===== config.mk =====
export PLATFORM = sky130hd
export DESIGN_NAME = circular_deque_with_rotate
export DESIGN_NICKNAME = d
export VERILOG_FILES = /design/src/design/cdr_pkg.sv /design/src/design/cdr_ctrl.sv /design/src/design/cdr_dpath.sv /design/src/design/circular_deque_with_rotate.sv
export VERILOG_INCLUDE_DIRS = /design/src /design/src/design
export SDC_FILE = /design/constraint.sdc
export NUM_CORES = 2
export LEC_CHECK = 0
export BUFFER_PORTS_ARGS = -buffer_cell sky130_fd_sc_hd__buf_2
export CAP_MARGIN = 5
export CORE_MARGIN = 5
export CORE_UTILIZATION = 46
export CTS_BUF_LIST = sky130_fd_sc_hd__clkbuf_4
export DETAILED_ROUTE_END_ITERATION = 10
export GPL_ROUTABILITY_DRIVEN = 0
export PLACE_DENSITY = 0.65
export SETUP_SLACK_MARGIN = 0.1
export SYNTH_ARGS = -nofsm -noshare
export SYNTH_HDL_FRONTEND = slang
export SYNTH_SLANG_ARGS = --single-unit
export TNS_END_PERCENT = 30

===== constraint.sdc =====
create_clock -name clk -period 7.4 [get_ports clk]
set_clock_uncertainty 0.1 [all_clocks]
set_input_delay 0.74 -clock clk [delete_from_list [all_inputs] [get_ports clk]]
set_output_delay 0.74 -clock clk [all_outputs]
set_load 0.005 [all_outputs]

===== src/design/assert_macros.svh =====
// assertion macros used by the deque datapath
// no dependencies
`ifndef ASSERT_MACROS_SVH
`define ASSERT_MACROS_SVH

// same-cycle implication, disabled during reset
`define CDR_ASSERT(lbl, clk, rstn, ante, cons) \
	lbl: assert property (@(posedge clk) disable iff (!(rstn)) (ante) |-> (cons)) \
		else $error("assertion failed");

// next-cycle implication, disabled during reset
`define CDR_ASSERT_NEXT(lbl, clk, rstn, ante, cons) \
	lbl: assert property (@(posedge clk) disable iff (!(rstn)) (ante) |=> (cons)) \
		else $error("assertion failed");

`endif


===== src/design/cdr_pkg.sv =====
// shared types and constants of the circular deque with rotate
// used by cdr_ctrl, cdr_dpath and the top level
package cdr_pkg;

	localparam int CAPACITY_DEF = 64;
	localparam int ELEM_W       = 32;
	localparam int OUT_CNT_W    = 7;
	localparam int DIV_CNT_W    = $clog2(ELEM_W);

	localparam logic [1:0] CMD_PUSH_FRONT = 2'd0;
	localparam logic [1:0] CMD_PUSH_BACK  = 2'd1;
	localparam logic [1:0] CMD_ROTATE     = 2'd2;
	localparam logic [1:0] CMD_DUMP       = 2'd3;

	localparam logic [1:0] STS_OK    = 2'd0;
	localparam logic [1:0] STS_FULL  = 2'd1;
	localparam logic [1:0] STS_EMPTY = 2'd2;
	localparam logic [1:0] STS_ELEM  = 2'd3;

	typedef enum logic [3:0] {
		ST_IDLE,
		ST_DECODE,
		ST_PUSH,
		ST_ROT_CHK,
		ST_DIV,
		ST_SPLIT,
		ST_COPY_A,
		ST_COPY_B,
		ST_DUMP_CHK,
		ST_DUMP_RD,
		ST_DUMP_OUT,
		ST_RESP
	} cdr_state_t;

	// controller to datapath
	typedef struct packed {
		logic       cap_in;
		logic       do_push;
		logic       set_status;
		logic [1:0] status;
		logic       div_init;
		logic       div_step;
		logic       copy_init;
		logic       rd_ring_a;
		logic       rd_scratch_b;
		logic       idx_clr;
		logic       dump_rd;
		logic       dump_next;
		logic       emit_resp;
		logic       emit_elem;
	} cdr_ctrl_t;

	// datapath to controller
	typedef struct packed {
		logic [1:0] cmd;
		logic       full;
		logic       count_zero;
		logic       count_le1;
		logic       amt_skip;
		logic       div_done;
		logic       rem_zero;
		logic       idx_last;
		logic       out_free;
	} cdr_stat_t;

endpackage


===== src/design/cdr_ctrl.sv =====
// controller state machine of the circular deque
// depends on cdr_pkg; drives cdr_dpath through cdr_ctrl_t
module cdr_ctrl (
	input  logic              clk,
	input  logic              arst_n,
	input  logic              s_tvalid,
	output logic              s_tready,
	input  cdr_pkg::cdr_stat_t sts,
	output cdr_pkg::cdr_ctrl_t ctl
);

	cdr_pkg::cdr_state_t state_q, state_nxt;

	always_ff @(posedge clk or negedge arst_n) begin
		if (!arst_n) begin
			state_q <= cdr_pkg::ST_IDLE;
		end else begin
			state_q <= state_nxt;
		end
	end

	always_comb begin
		state_nxt = state_q;
		case (state_q)
			cdr_pkg::ST_IDLE: begin
				if (s_tvalid) state_nxt = cdr_pkg::ST_DECODE;
			end
			cdr_pkg::ST_DECODE: begin
				case (sts.cmd)
					cdr_pkg::CMD_PUSH_FRONT: state_nxt = cdr_pkg::ST_PUSH;
					cdr_pkg::CMD_PUSH_BACK:  state_nxt = cdr_pkg::ST_PUSH;
					cdr_pkg::CMD_ROTATE:     state_nxt = cdr_pkg::ST_ROT_CHK;
					default:                 state_nxt = cdr_pkg::ST_DUMP_CHK;
				endcase
			end
			cdr_pkg::ST_PUSH: state_nxt = cdr_pkg::ST_RESP;
			cdr_pkg::ST_ROT_CHK: begin
				if (sts.amt_skip || sts.count_le1) state_nxt = cdr_pkg::ST_RESP;
				else state_nxt = cdr_pkg::ST_DIV;
			end
			cdr_pkg::ST_DIV: begin
				if (sts.div_done) state_nxt = cdr_pkg::ST_SPLIT;
			end
			cdr_pkg::ST_SPLIT: begin
				if (sts.rem_zero) state_nxt = cdr_pkg::ST_RESP;
				else state_nxt = cdr_pkg::ST_COPY_A;
			end
			cdr_pkg::ST_COPY_A: begin
				if (sts.idx_last) state_nxt = cdr_pkg::ST_COPY_B;
			end
			cdr_pkg::ST_COPY_B: begin
				if (sts.idx_last) state_nxt = cdr_pkg::ST_RESP;
			end
			cdr_pkg::ST_DUMP_CHK: begin
				if (sts.count_zero) state_nxt = cdr_pkg::ST_RESP;
				else state_nxt = cdr_pkg::ST_DUMP_RD;
			end
			cdr_pkg::ST_DUMP_RD: state_nxt = cdr_pkg::ST_DUMP_OUT;
			cdr_pkg::ST_DUMP_OUT: begin
				if (sts.out_free) begin
					if (sts.idx_last) state_nxt = cdr_pkg::ST_IDLE;
					else state_nxt = cdr_pkg::ST_DUMP_RD;
				end
			end
			cdr_pkg::ST_RESP: begin
				if (sts.out_free) state_nxt = cdr_pkg::ST_IDLE;
			end
			default: state_nxt = cdr_pkg::ST_IDLE;
		endcase
	end

	always_comb begin
		ctl = '0;
		s_tready = 1'b0;
		case (state_q)
			cdr_pkg::ST_IDLE: begin
				s_tready = 1'b1;
				ctl.cap_in = s_tvalid;
			end
			cdr_pkg::ST_PUSH: begin
				ctl.set_status = 1'b1;
				if (sts.full) begin
					ctl.status = cdr_pkg::STS_FULL;
				end else begin
					ctl.status = cdr_pkg::STS_OK;
					ctl.do_push = 1'b1;
				end
			end
			cdr_pkg::ST_ROT_CHK: begin
				ctl.set_status = 1'b1;
				ctl.status = cdr_pkg::STS_OK;
				ctl.div_init = !(sts.amt_skip || sts.count_le1);
			end
			cdr_pkg::ST_DIV: ctl.div_step = 1'b1;
			cdr_pkg::ST_SPLIT: ctl.copy_init = !sts.rem_zero;
			cdr_pkg::ST_COPY_A: ctl.rd_ring_a = 1'b1;
			cdr_pkg::ST_COPY_B: ctl.rd_scratch_b = 1'b1;
			cdr_pkg::ST_DUMP_CHK: begin
				ctl.set_status = sts.count_zero;
				ctl.status = cdr_pkg::STS_EMPTY;
				ctl.idx_clr = 1'b1;
			end
			cdr_pkg::ST_DUMP_RD: ctl.dump_rd = 1'b1;
			cdr_pkg::ST_DUMP_OUT: begin
				ctl.emit_elem = sts.out_free;
				ctl.dump_next = sts.out_free;
			end
			cdr_pkg::ST_RESP: ctl.emit_resp = sts.out_free;
			default: ctl = '0;
		endcase
	end

endmodule


===== src/design/cdr_dpath.sv =====
// datapath of the circular deque: ring and scratch memories, indices,
// serial remainder unit and output register; depends on cdr_pkg
`include "assert_macros.svh"

module cdr_dpath #(
	parameter int CAPACITY = cdr_pkg::CAPACITY_DEF
) (
	input  logic              clk,
	input  logic              arst_n,
	input  logic [63:0]       s_tdata,  // value, shift_amount
	input  logic [1:0]        s_tuser,  // cmd
	input  cdr_pkg::cdr_ctrl_t ctl,
	output cdr_pkg::cdr_stat_t sts,
	output logic              m_tvalid,
	input  logic              m_tready,
	output logic [39:0]       m_tdata,  // element, element_count, zero pad
	output logic [1:0]        m_tuser,  // status
	output logic              m_tlast
);

	localparam int IDX_W = $clog2(CAPACITY);
	localparam int CNT_W = $clog2(CAPACITY + 1);
	localparam int SUM_W = CNT_W + 1;
	localparam int EW    = cdr_pkg::ELEM_W;
	localparam int DCW   = cdr_pkg::DIV_CNT_W;

	logic [EW-1:0] ring_mem [CAPACITY];
	logic [EW-1:0] scr_mem [CAPACITY];

	logic [1:0]                  cmd_q;
	logic [EW-1:0]               value_q;
	logic [EW-1:0]               amt_q;
	logic [IDX_W-1:0]            head_q;
	logic [CNT_W-1:0]            count_q;
	logic [CNT_W-1:0]            rem_q;
	logic [DCW-1:0]              step_q;
	logic [1:0]                  status_q;
	logic [CNT_W-1:0]            idx_q;
	logic [CNT_W-1:0]            pos_q;
	logic [EW-1:0]               ring_rd_q;
	logic [EW-1:0]               scr_rd_q;
	logic                        scr_wr_s1;
	logic                        ring_wr_s1;
	logic [IDX_W-1:0]            wr_addr_s1;
	logic                        out_valid_q;
	logic [EW-1:0]               out_elem_q;
	logic [cdr_pkg::OUT_CNT_W-1:0] out_cnt_q;
	logic [1:0]                  out_sts_q;
	logic                        out_last_q;

	logic [CNT_W-1:0]            slot_pos;
	logic [IDX_W-1:0]            slot_idx;
	logic [SUM_W-1:0]            slot_sum;
	logic [IDX_W-1:0]            head_dec;
	logic [CNT_W:0]              rem_sh;
	logic [CNT_W:0]              rem_sub;
	logic [CNT_W-1:0]            idx_nxt;
	logic [CNT_W-1:0]            pos_nxt;
	logic [CNT_W+cdr_pkg::OUT_CNT_W-1:0] cnt_ext;
	logic                        out_load;

	// slot of a position counted from the head
	always_comb begin
		if (ctl.rd_ring_a) slot_pos = pos_q;
		else if (ctl.do_push) slot_pos = count_q;
		else slot_pos = idx_q;
		slot_sum = SUM_W'(head_q) + SUM_W'(slot_pos);
		if (slot_sum >= SUM_W'(CAPACITY)) slot_sum = slot_sum - SUM_W'(CAPACITY);
		slot_idx = slot_sum[IDX_W-1:0];
	end

	assign head_dec = (head_q == '0) ? IDX_W'(CAPACITY - 1) : head_q - IDX_W'(1);
	assign rem_sh   = {rem_q, amt_q[EW-1]};
	assign rem_sub  = rem_sh - {1'b0, count_q};
	assign idx_nxt  = sts.idx_last ? '0 : idx_q + CNT_W'(1);
	assign pos_nxt  = (pos_q + CNT_W'(1) == count_q) ? '0 : pos_q + CNT_W'(1);
	assign cnt_ext  = {{cdr_pkg::OUT_CNT_W{1'b0}}, count_q};
	assign out_load = ctl.emit_resp || ctl.emit_elem;

	always_comb begin
		sts.cmd        = cmd_q;
		sts.full       = (count_q == CNT_W'(CAPACITY));
		sts.count_zero = (count_q == '0);
		sts.count_le1  = (count_q <= CNT_W'(1));
		sts.amt_skip   = amt_q[EW-1] || (amt_q == '0);
		sts.div_done   = (step_q == '0);
		sts.rem_zero   = (rem_q == '0);
		sts.idx_last   = (idx_q == count_q - CNT_W'(1));
		sts.out_free   = !out_valid_q || m_tready;
	end

	always_ff @(posedge clk or negedge arst_n) begin
		if (!arst_n) begin
			head_q      <= '0;
			count_q     <= '0;
			scr_wr_s1   <= 1'b0;
			ring_wr_s1  <= 1'b0;
			out_valid_q <= 1'b0;
		end else begin
			if (ctl.do_push) begin
				count_q <= count_q + CNT_W'(1);
				if (cmd_q == cdr_pkg::CMD_PUSH_FRONT) head_q <= head_dec;
			end
			scr_wr_s1  <= ctl.rd_ring_a;
			ring_wr_s1 <= ctl.rd_scratch_b;
			if (out_load) out_valid_q <= 1'b1;
			else if (m_tready) out_valid_q <= 1'b0;
		end
	end

	// payload and counters
	always_ff @(posedge clk) begin
		if (ctl.cap_in) begin
			cmd_q   <= s_tuser;
			value_q <= s_tdata[EW-1:0];
			amt_q   <= s_tdata[2*EW-1:EW];
		end else if (ctl.div_step) begin
			amt_q <= {amt_q[EW-2:0], 1'b0};
		end
		if (ctl.set_status) status_q <= ctl.status;
		if (ctl.div_init) begin
			rem_q  <= '0;
			step_q <= DCW'(EW - 1);
		end else if (ctl.div_step) begin
			rem_q  <= (rem_sh >= {1'b0, count_q}) ? rem_sub[CNT_W-1:0] : rem_sh[CNT_W-1:0];
			step_q <= step_q - DCW'(1);
		end
		if (ctl.idx_clr || ctl.copy_init) begin
			idx_q <= '0;
		end else if (ctl.rd_ring_a || ctl.rd_scratch_b || ctl.dump_next) begin
			idx_q <= idx_nxt;
		end
		if (ctl.copy_init) pos_q <= count_q - rem_q;
		else if (ctl.rd_ring_a) pos_q <= pos_nxt;
		if (ctl.rd_ring_a) wr_addr_s1 <= idx_q[IDX_W-1:0];
		else if (ctl.rd_scratch_b) wr_addr_s1 <= slot_idx;
		if (out_load) begin
			out_elem_q <= ctl.emit_elem ? ring_rd_q : '0;
			out_cnt_q  <= cnt_ext[cdr_pkg::OUT_CNT_W-1:0];
			out_sts_q  <= ctl.emit_elem ? cdr_pkg::STS_ELEM : status_q;
			out_last_q <= ctl.emit_elem ? sts.idx_last : 1'b1;
		end
	end

	// ring memory
	always_ff @(posedge clk) begin
		if (ctl.do_push) begin
			if (cmd_q == cdr_pkg::CMD_PUSH_FRONT) ring_mem[head_dec] <= value_q;
			else ring_mem[slot_idx] <= value_q;
		end else if (ring_wr_s1) begin
			ring_mem[wr_addr_s1] <= scr_rd_q;
		end
		if (ctl.rd_ring_a || ctl.dump_rd) ring_rd_q <= ring_mem[slot_idx];
	end

	// scratch memory
	always_ff @(posedge clk) begin
		if (scr_wr_s1) scr_mem[wr_addr_s1] <= ring_rd_q;
		if (ctl.rd_scratch_b) scr_rd_q <= scr_mem[idx_q[IDX_W-1:0]];
	end

	assign m_tvalid = out_valid_q;
	assign m_tdata  = {1'b0, out_cnt_q, out_elem_q};
	assign m_tuser  = out_sts_q;
	assign m_tlast  = out_last_q;

	`CDR_ASSERT(a_count_bound, clk, arst_n, 1'b1, count_q <= CNT_W'(CAPACITY))
	`CDR_ASSERT(a_head_bound, clk, arst_n, 1'b1, head_q <= IDX_W'(CAPACITY - 1))
	`CDR_ASSERT(a_full_resp, clk, arst_n, ctl.emit_resp && status_q == cdr_pkg::STS_FULL, count_q == CNT_W'(CAPACITY))
	`CDR_ASSERT_NEXT(a_rem_bound, clk, arst_n, ctl.div_step, rem_q < count_q)

endmodule


===== src/design/circular_deque_with_rotate.sv =====
// Circular deque of signed 32-bit elements (CAPACITY entries, default 64) with
// push front, push back, rotate right and dump. Each command is one request on
// the slave side; push and rotate give one status result, dump gives one result
// per element from head to tail (last flagged) or a single empty result. The
// block takes one request at a time. A rotate moves no element when k is not
// positive or the count is at most one; otherwise it forms the bit-serial
// remainder of k by the count, then, when the remainder is not zero, copies
// the elements out to a scratch memory and back, both passes through one
// read port per memory. A dump reads each element through the registered
// ring read. No clearing pass after reset. Output results sit in a register,
// so a stalled master side only holds the block once that register is full.
// depends on cdr_pkg, cdr_ctrl and cdr_dpath
module circular_deque_with_rotate #(
	parameter int CAPACITY = cdr_pkg::CAPACITY_DEF
) (
	input  logic        clk,
	input  logic        arst_n,
	input  logic        s_tvalid,
	output logic        s_tready,
	input  logic [63:0] s_tdata,  // value[31:0], shift_amount[63:32]
	input  logic [1:0]  s_tuser,  // cmd
	output logic        m_tvalid,
	input  logic        m_tready,
	output logic [39:0] m_tdata,  // element[31:0], element_count[38:32], zero pad
	output logic [1:0]  m_tuser,  // status
	output logic        m_tlast
);

	cdr_pkg::cdr_ctrl_t ctl;
	cdr_pkg::cdr_stat_t sts;

	cdr_ctrl u_ctrl (
		.clk      (clk),
		.arst_n   (arst_n),
		.s_tvalid (s_tvalid),
		.s_tready (s_tready),
		.sts      (sts),
		.ctl      (ctl)
	);

	cdr_dpath #(
		.CAPACITY (CAPACITY)
	) u_dpath (
		.clk      (clk),
		.arst_n   (arst_n),
		.s_tdata  (s_tdata),
		.s_tuser  (s_tuser),
		.ctl      (ctl),
		.sts      (sts),
		.m_tvalid (m_tvalid),
		.m_tready (m_tready),
		.m_tdata  (m_tdata),
		.m_tuser  (m_tuser),
		.m_tlast  (m_tlast)
	);

endmodule


==> summary.log <==
qor: sta.final-hold-violation-count 0
qor: clocking.clk-insertion-delay-late 1630 ps
qor: global_route.grt_pass1_vias 85,950
qor: power_and_ir_drop.finalPower 80.1 mW
qor: clocking.clk_pin_slew 70 ps
qor: setup_path.critical_path_required 8510 ps
qor: clocking.cts.htree.levels 7
qor: sta.setup_viol_count_final 0
qor: sta.setup_repair_after_global_routing_missed_its_margin no
qor: synthesis.count_of_flip_flops_with_a_built_in_enable_after_synthesis 4,283
qor: clocking.clkSinkCount 4,322
qor: floorplanning.fp-row-count 220
qor: synthesis.syn-num-nets 6,963
qor: setup_path.worst_ep_arrival_time 7710 ps
qor: setup_path.timing.reg2reg.worst_path_depth 14
qor: floorplanning.floorplan.core_area 359,000 sq um
qor: layout.flow.area_growth_from_synthesis 14.3%
qor: layout.design.final.nets 8,307
qor: drt.vias 82,772
qor: drt.drc 0
qor: sta.maxSlewViolCount 0
qor: setup_path.critical_path_class reg2reg
qor: synthesis.synthCells 6,862
qor: global_route.antenna_found_initial 32
qor: drt.drt_iter0_drc 10,199
qor: global_route.grt_overflow_total 0
qor: synthesis.post_synth_main_area_contributors sky130_fd_sc_hd__edfxtp_1 77%, sky130_fd_sc_hd__mux4_2 18%, sky130_fd_sc_hd__mux2_2 0.48%
qor: drt.drtPass1Iterations 7
qor: synthesis.ys_ff_latch 4,322
qor: synthesis.yosysTopAreaCellShare 77.4%
qor: clocking.cts.root.buffer_cell sky130_fd_sc_hd__clkbuf_4
qor: layout.drive_gt1_share 40.2%
qor: floorplanning.die_height 611 um
qor: worst_hold_path.hold_path.class in2async
qor: clocking.cts.path.max_buffers 5
qor: power_and_ir_drop.power.leakage 59.5 nW
qor: floorplanning.io_pins 115
qor: sta.finalCritPeriodShare 89.1%
qor: sta.totalNegativeSetupSlack 0 ps
qor: synthesis.netlist-cell-type-count 82
qor: synthesis.syn_area_per_cell 24.2 sq um
qor: drt.drtAntennaViolNets 0
qor: place.dp_hpwl 231,000 um
qor: setup_path.cp_max_fo 17
qor: global_route.largest_net_degree_at_the_start_of_global_routing 174
qor: setup_path.critPathLaunchType flop
qor: sta.period_needed 6590 ps
qor: power_and_ir_drop.pwr_density_cell 422 nW/um^2
qor: sta.timing_limited_maximum_frequency 152 MHz
qor: drt.routed_wl 434,000 um
qor: sta.worstMarginPinSlew 1370 ps
qor: synthesis.yosysWarningCount 0
qor: power_and_ir_drop.power.ir.vdd_worst 0.818 mV
qor: sta.timing.max_slew.rel_slack 8.56%
qor: drt.avgRoutedWirePerCell 31.7 um
qor: layout.fillerInstances 27,673
qor: place.numPortBuffers 113
qor: synthesis.synth-seq-area-share 77.9%
qor: run_status.status finished, final reports clean
qor: clocking.tritoncts done
qor: synthesis.yosys.area.top_type sky130_fd_sc_hd__edfxtp_1
qor: synthesis.syn_area 166,000 sq um
qor: job.number_of_max_capacitance_violations_reported 0
qor: synthesis.ys.flop_type sky130_fd_sc_hd__edfxtp_1
qor: global_route.global_route_wire_length_before_repair 616,000 um
qor: synthesis.postSynth.asyncResetShare 0.463%
qor: floorplanning.floorplan.die_area 373,000 sq um
qor: clocking.cts_buffers 1,164
qor: floorplanning.floorplan.initialDensity 46.2%
qor: clocking.post_cts_resize_count 0
qor: global_route.grtUsageTotal 23.4%
qor: drt.routed_via_density 6.04
qor: floorplanning.chipWidth 611 um
qor: setup_path.cp-end-kind flop
[critical path, stage by stage (launching register included)]
cell and delay (ps):
sky130_fd_sc_hd__dfrtp_1 600, sky130_fd_sc_hd__or4b_4 680, sky130_fd_sc_hd__a31oi_2 620, sky130_fd_sc_hd__nand2_1 180, sky130_fd_sc_hd__a31oi_1 300, sky130_fd_sc_hd__ha_4 200
sky130_fd_sc_hd__inv_1 60, sky130_fd_sc_hd__fa_4 520, sky130_fd_sc_hd__xor2_4 200, sky130_fd_sc_hd__o21ai_0 330, sky130_fd_sc_hd__o21ai_1 170, sky130_fd_sc_hd__o21bai_1 330
sky130_fd_sc_hd__or3b_1 810, sky130_fd_sc_hd__nor2_4 650, sky130_fd_sc_hd__buf_4 420
[cells in the final DEF, fill, tap and decap left out, drive strengths merged, types with 38 or more instances in the layout]
master and count:
a211oi 38, a21oi 61, and2 43, buf 366
clkbuf 1600, clkinv 206, diode 39, dlygate4sd3 169
edfxtp 4283, inv 59, mux2 71, mux2i 50
mux4 1299, nand2 74, nor2 160, nor2b 43
o21ai 41
[synth_stat cells (37+ instances only)]
cell,count
sky130_fd_sc_hd__a211oi_1,37
sky130_fd_sc_hd__buf_1,38
sky130_fd_sc_hd__nand2_1,73
sky130_fd_sc_hd__a21oi_1,61
sky130_fd_sc_hd__mux2i_1,50
sky130_fd_sc_hd__mux2_2,71
sky130_fd_sc_hd__mux4_2,1299
sky130_fd_sc_hd__and2_1,43
sky130_fd_sc_hd__nor2_1,160
sky130_fd_sc_hd__o21ai_0,37
sky130_fd_sc_hd__nor2b_1,43
sky130_fd_sc_hd__edfxtp_1,4283
sky130_fd_sc_hd__clkbuf_1,184
sky130_fd_sc_hd__buf_2,128
[registers in the layout (all words and copies together), names as in the netlist, 5 cells and up]
name and flops:
u_dpath.idx_q 7, u_dpath.head_q 6, u_dpath.rem_q 7, u_dpath.wr_addr_s1 6, u_dpath.step_q 5, u_dpath.ring_rd_q 32
u_dpath.count_q 7, u_dpath.ring_mem 2048, u_dpath.scr_rd_q 32, u_dpath.pos_q 7, u_dpath.out_elem_q 32, u_dpath.amt_q 32
u_dpath.scr_mem 2048, u_dpath.out_cnt_q 7, u_dpath.value_q 32
[final timing paths]
check / start / end / slack [ps]
worst max-delay path: u_ctrl.state_q[0] / u_dpath.ring_mem[29][11] / 810
worst min-delay path: arst_n / u_dpath.scr_wr_s1 / 290
worst max register to register: u_ctrl.state_q[0] / u_dpath.ring_mem[29][11] / 810
worst min register to register: u_dpath.step_q[1] / u_dpath.step_q[1] / 400
max in group asynchronous: arst_n / u_dpath.count_q[2] / 6720
min in group clk: s_tdata[14] / u_dpath.value_q[14] / 310
[through the flow]
step | worst slack (ps) | utilization, % | std cells | hold WS [ps] | cell area [sq um]
after floorplan | 1600 | - | 6862 | 320 | 166000
after global placement | 802 | 48.6 | 11642 | 376 | 175000
after global routing | 566 | 52.8 | 13677 | 182 | 190000
after detailed placement | 889 | 48.6 | 11642 | 394 | 175000
after CTS | 810 | 52.8 | 13661 | 85.5 | 190000
final | 806 | 52.8 | 13701 | 289 | 190000
[final cells by class]
type	instances	area, sq um	share of cell area [%]
Sequential cell	4322	130000	68.2
Multi-Input combinational cell	2152	36100	19.0
Clock buffer	1600	12000	6.33
Tap cell	4773	5970	3.14
Timing Repair Buffer	535	4770	2.51
Clock inverter	249	1360	0.716
Inverter	31	116	0.0613
Antenna cell	39	97.6	0.0514
[what timing repair did]
item	4_1_cts	5_1_grt
endpoints found under the hold margin	187	0
hold buffers	170	0
buffers inserted	0	0
[kinds of logic (layout without fill, tap and decap cells)]
family	after synthesis	in the layout	synth area share, %
compound gates	203	203	0.806
flops	4322	4322	77.9
xor+xnor	47	47	0.252
mux	1420	1420	18.4
simple gates	450	450	1.38
other cells	1	40	0.00226
buf+inv	388	2415	0.991
fa+ha+maj	31	31	0.247
[power by group]
group | total [mW] | internal [mW] | leakage (nW) | switching [mW]
registers | 30.8 | 30.3 | 38.9 | 0.573
logic | 29.5 | 13.6 | 12.5 | 16.0
clock network | 19.7 | 10.4 | 8.07 | 9.29
total | 80.1 | 54.2 | 59.5 | 25.9
[routing by layer]
| metal | global-route usage [%] | share of wire [%] | vias to the layer above |
|---|---|---|---|
| met5 | 0 | 0.0030 | - |
| met4 | 9.20 | 3.0 | 2 |
| met3 | 5.20 | 9.0 | 791 |
| met2 | 38.0 | 50 | 4689 |
| met1 | 31.1 | 38 | 44319 |
| li1 | - | - | 32971 |
Note: power is estimated with default switching activity, not from simulation.
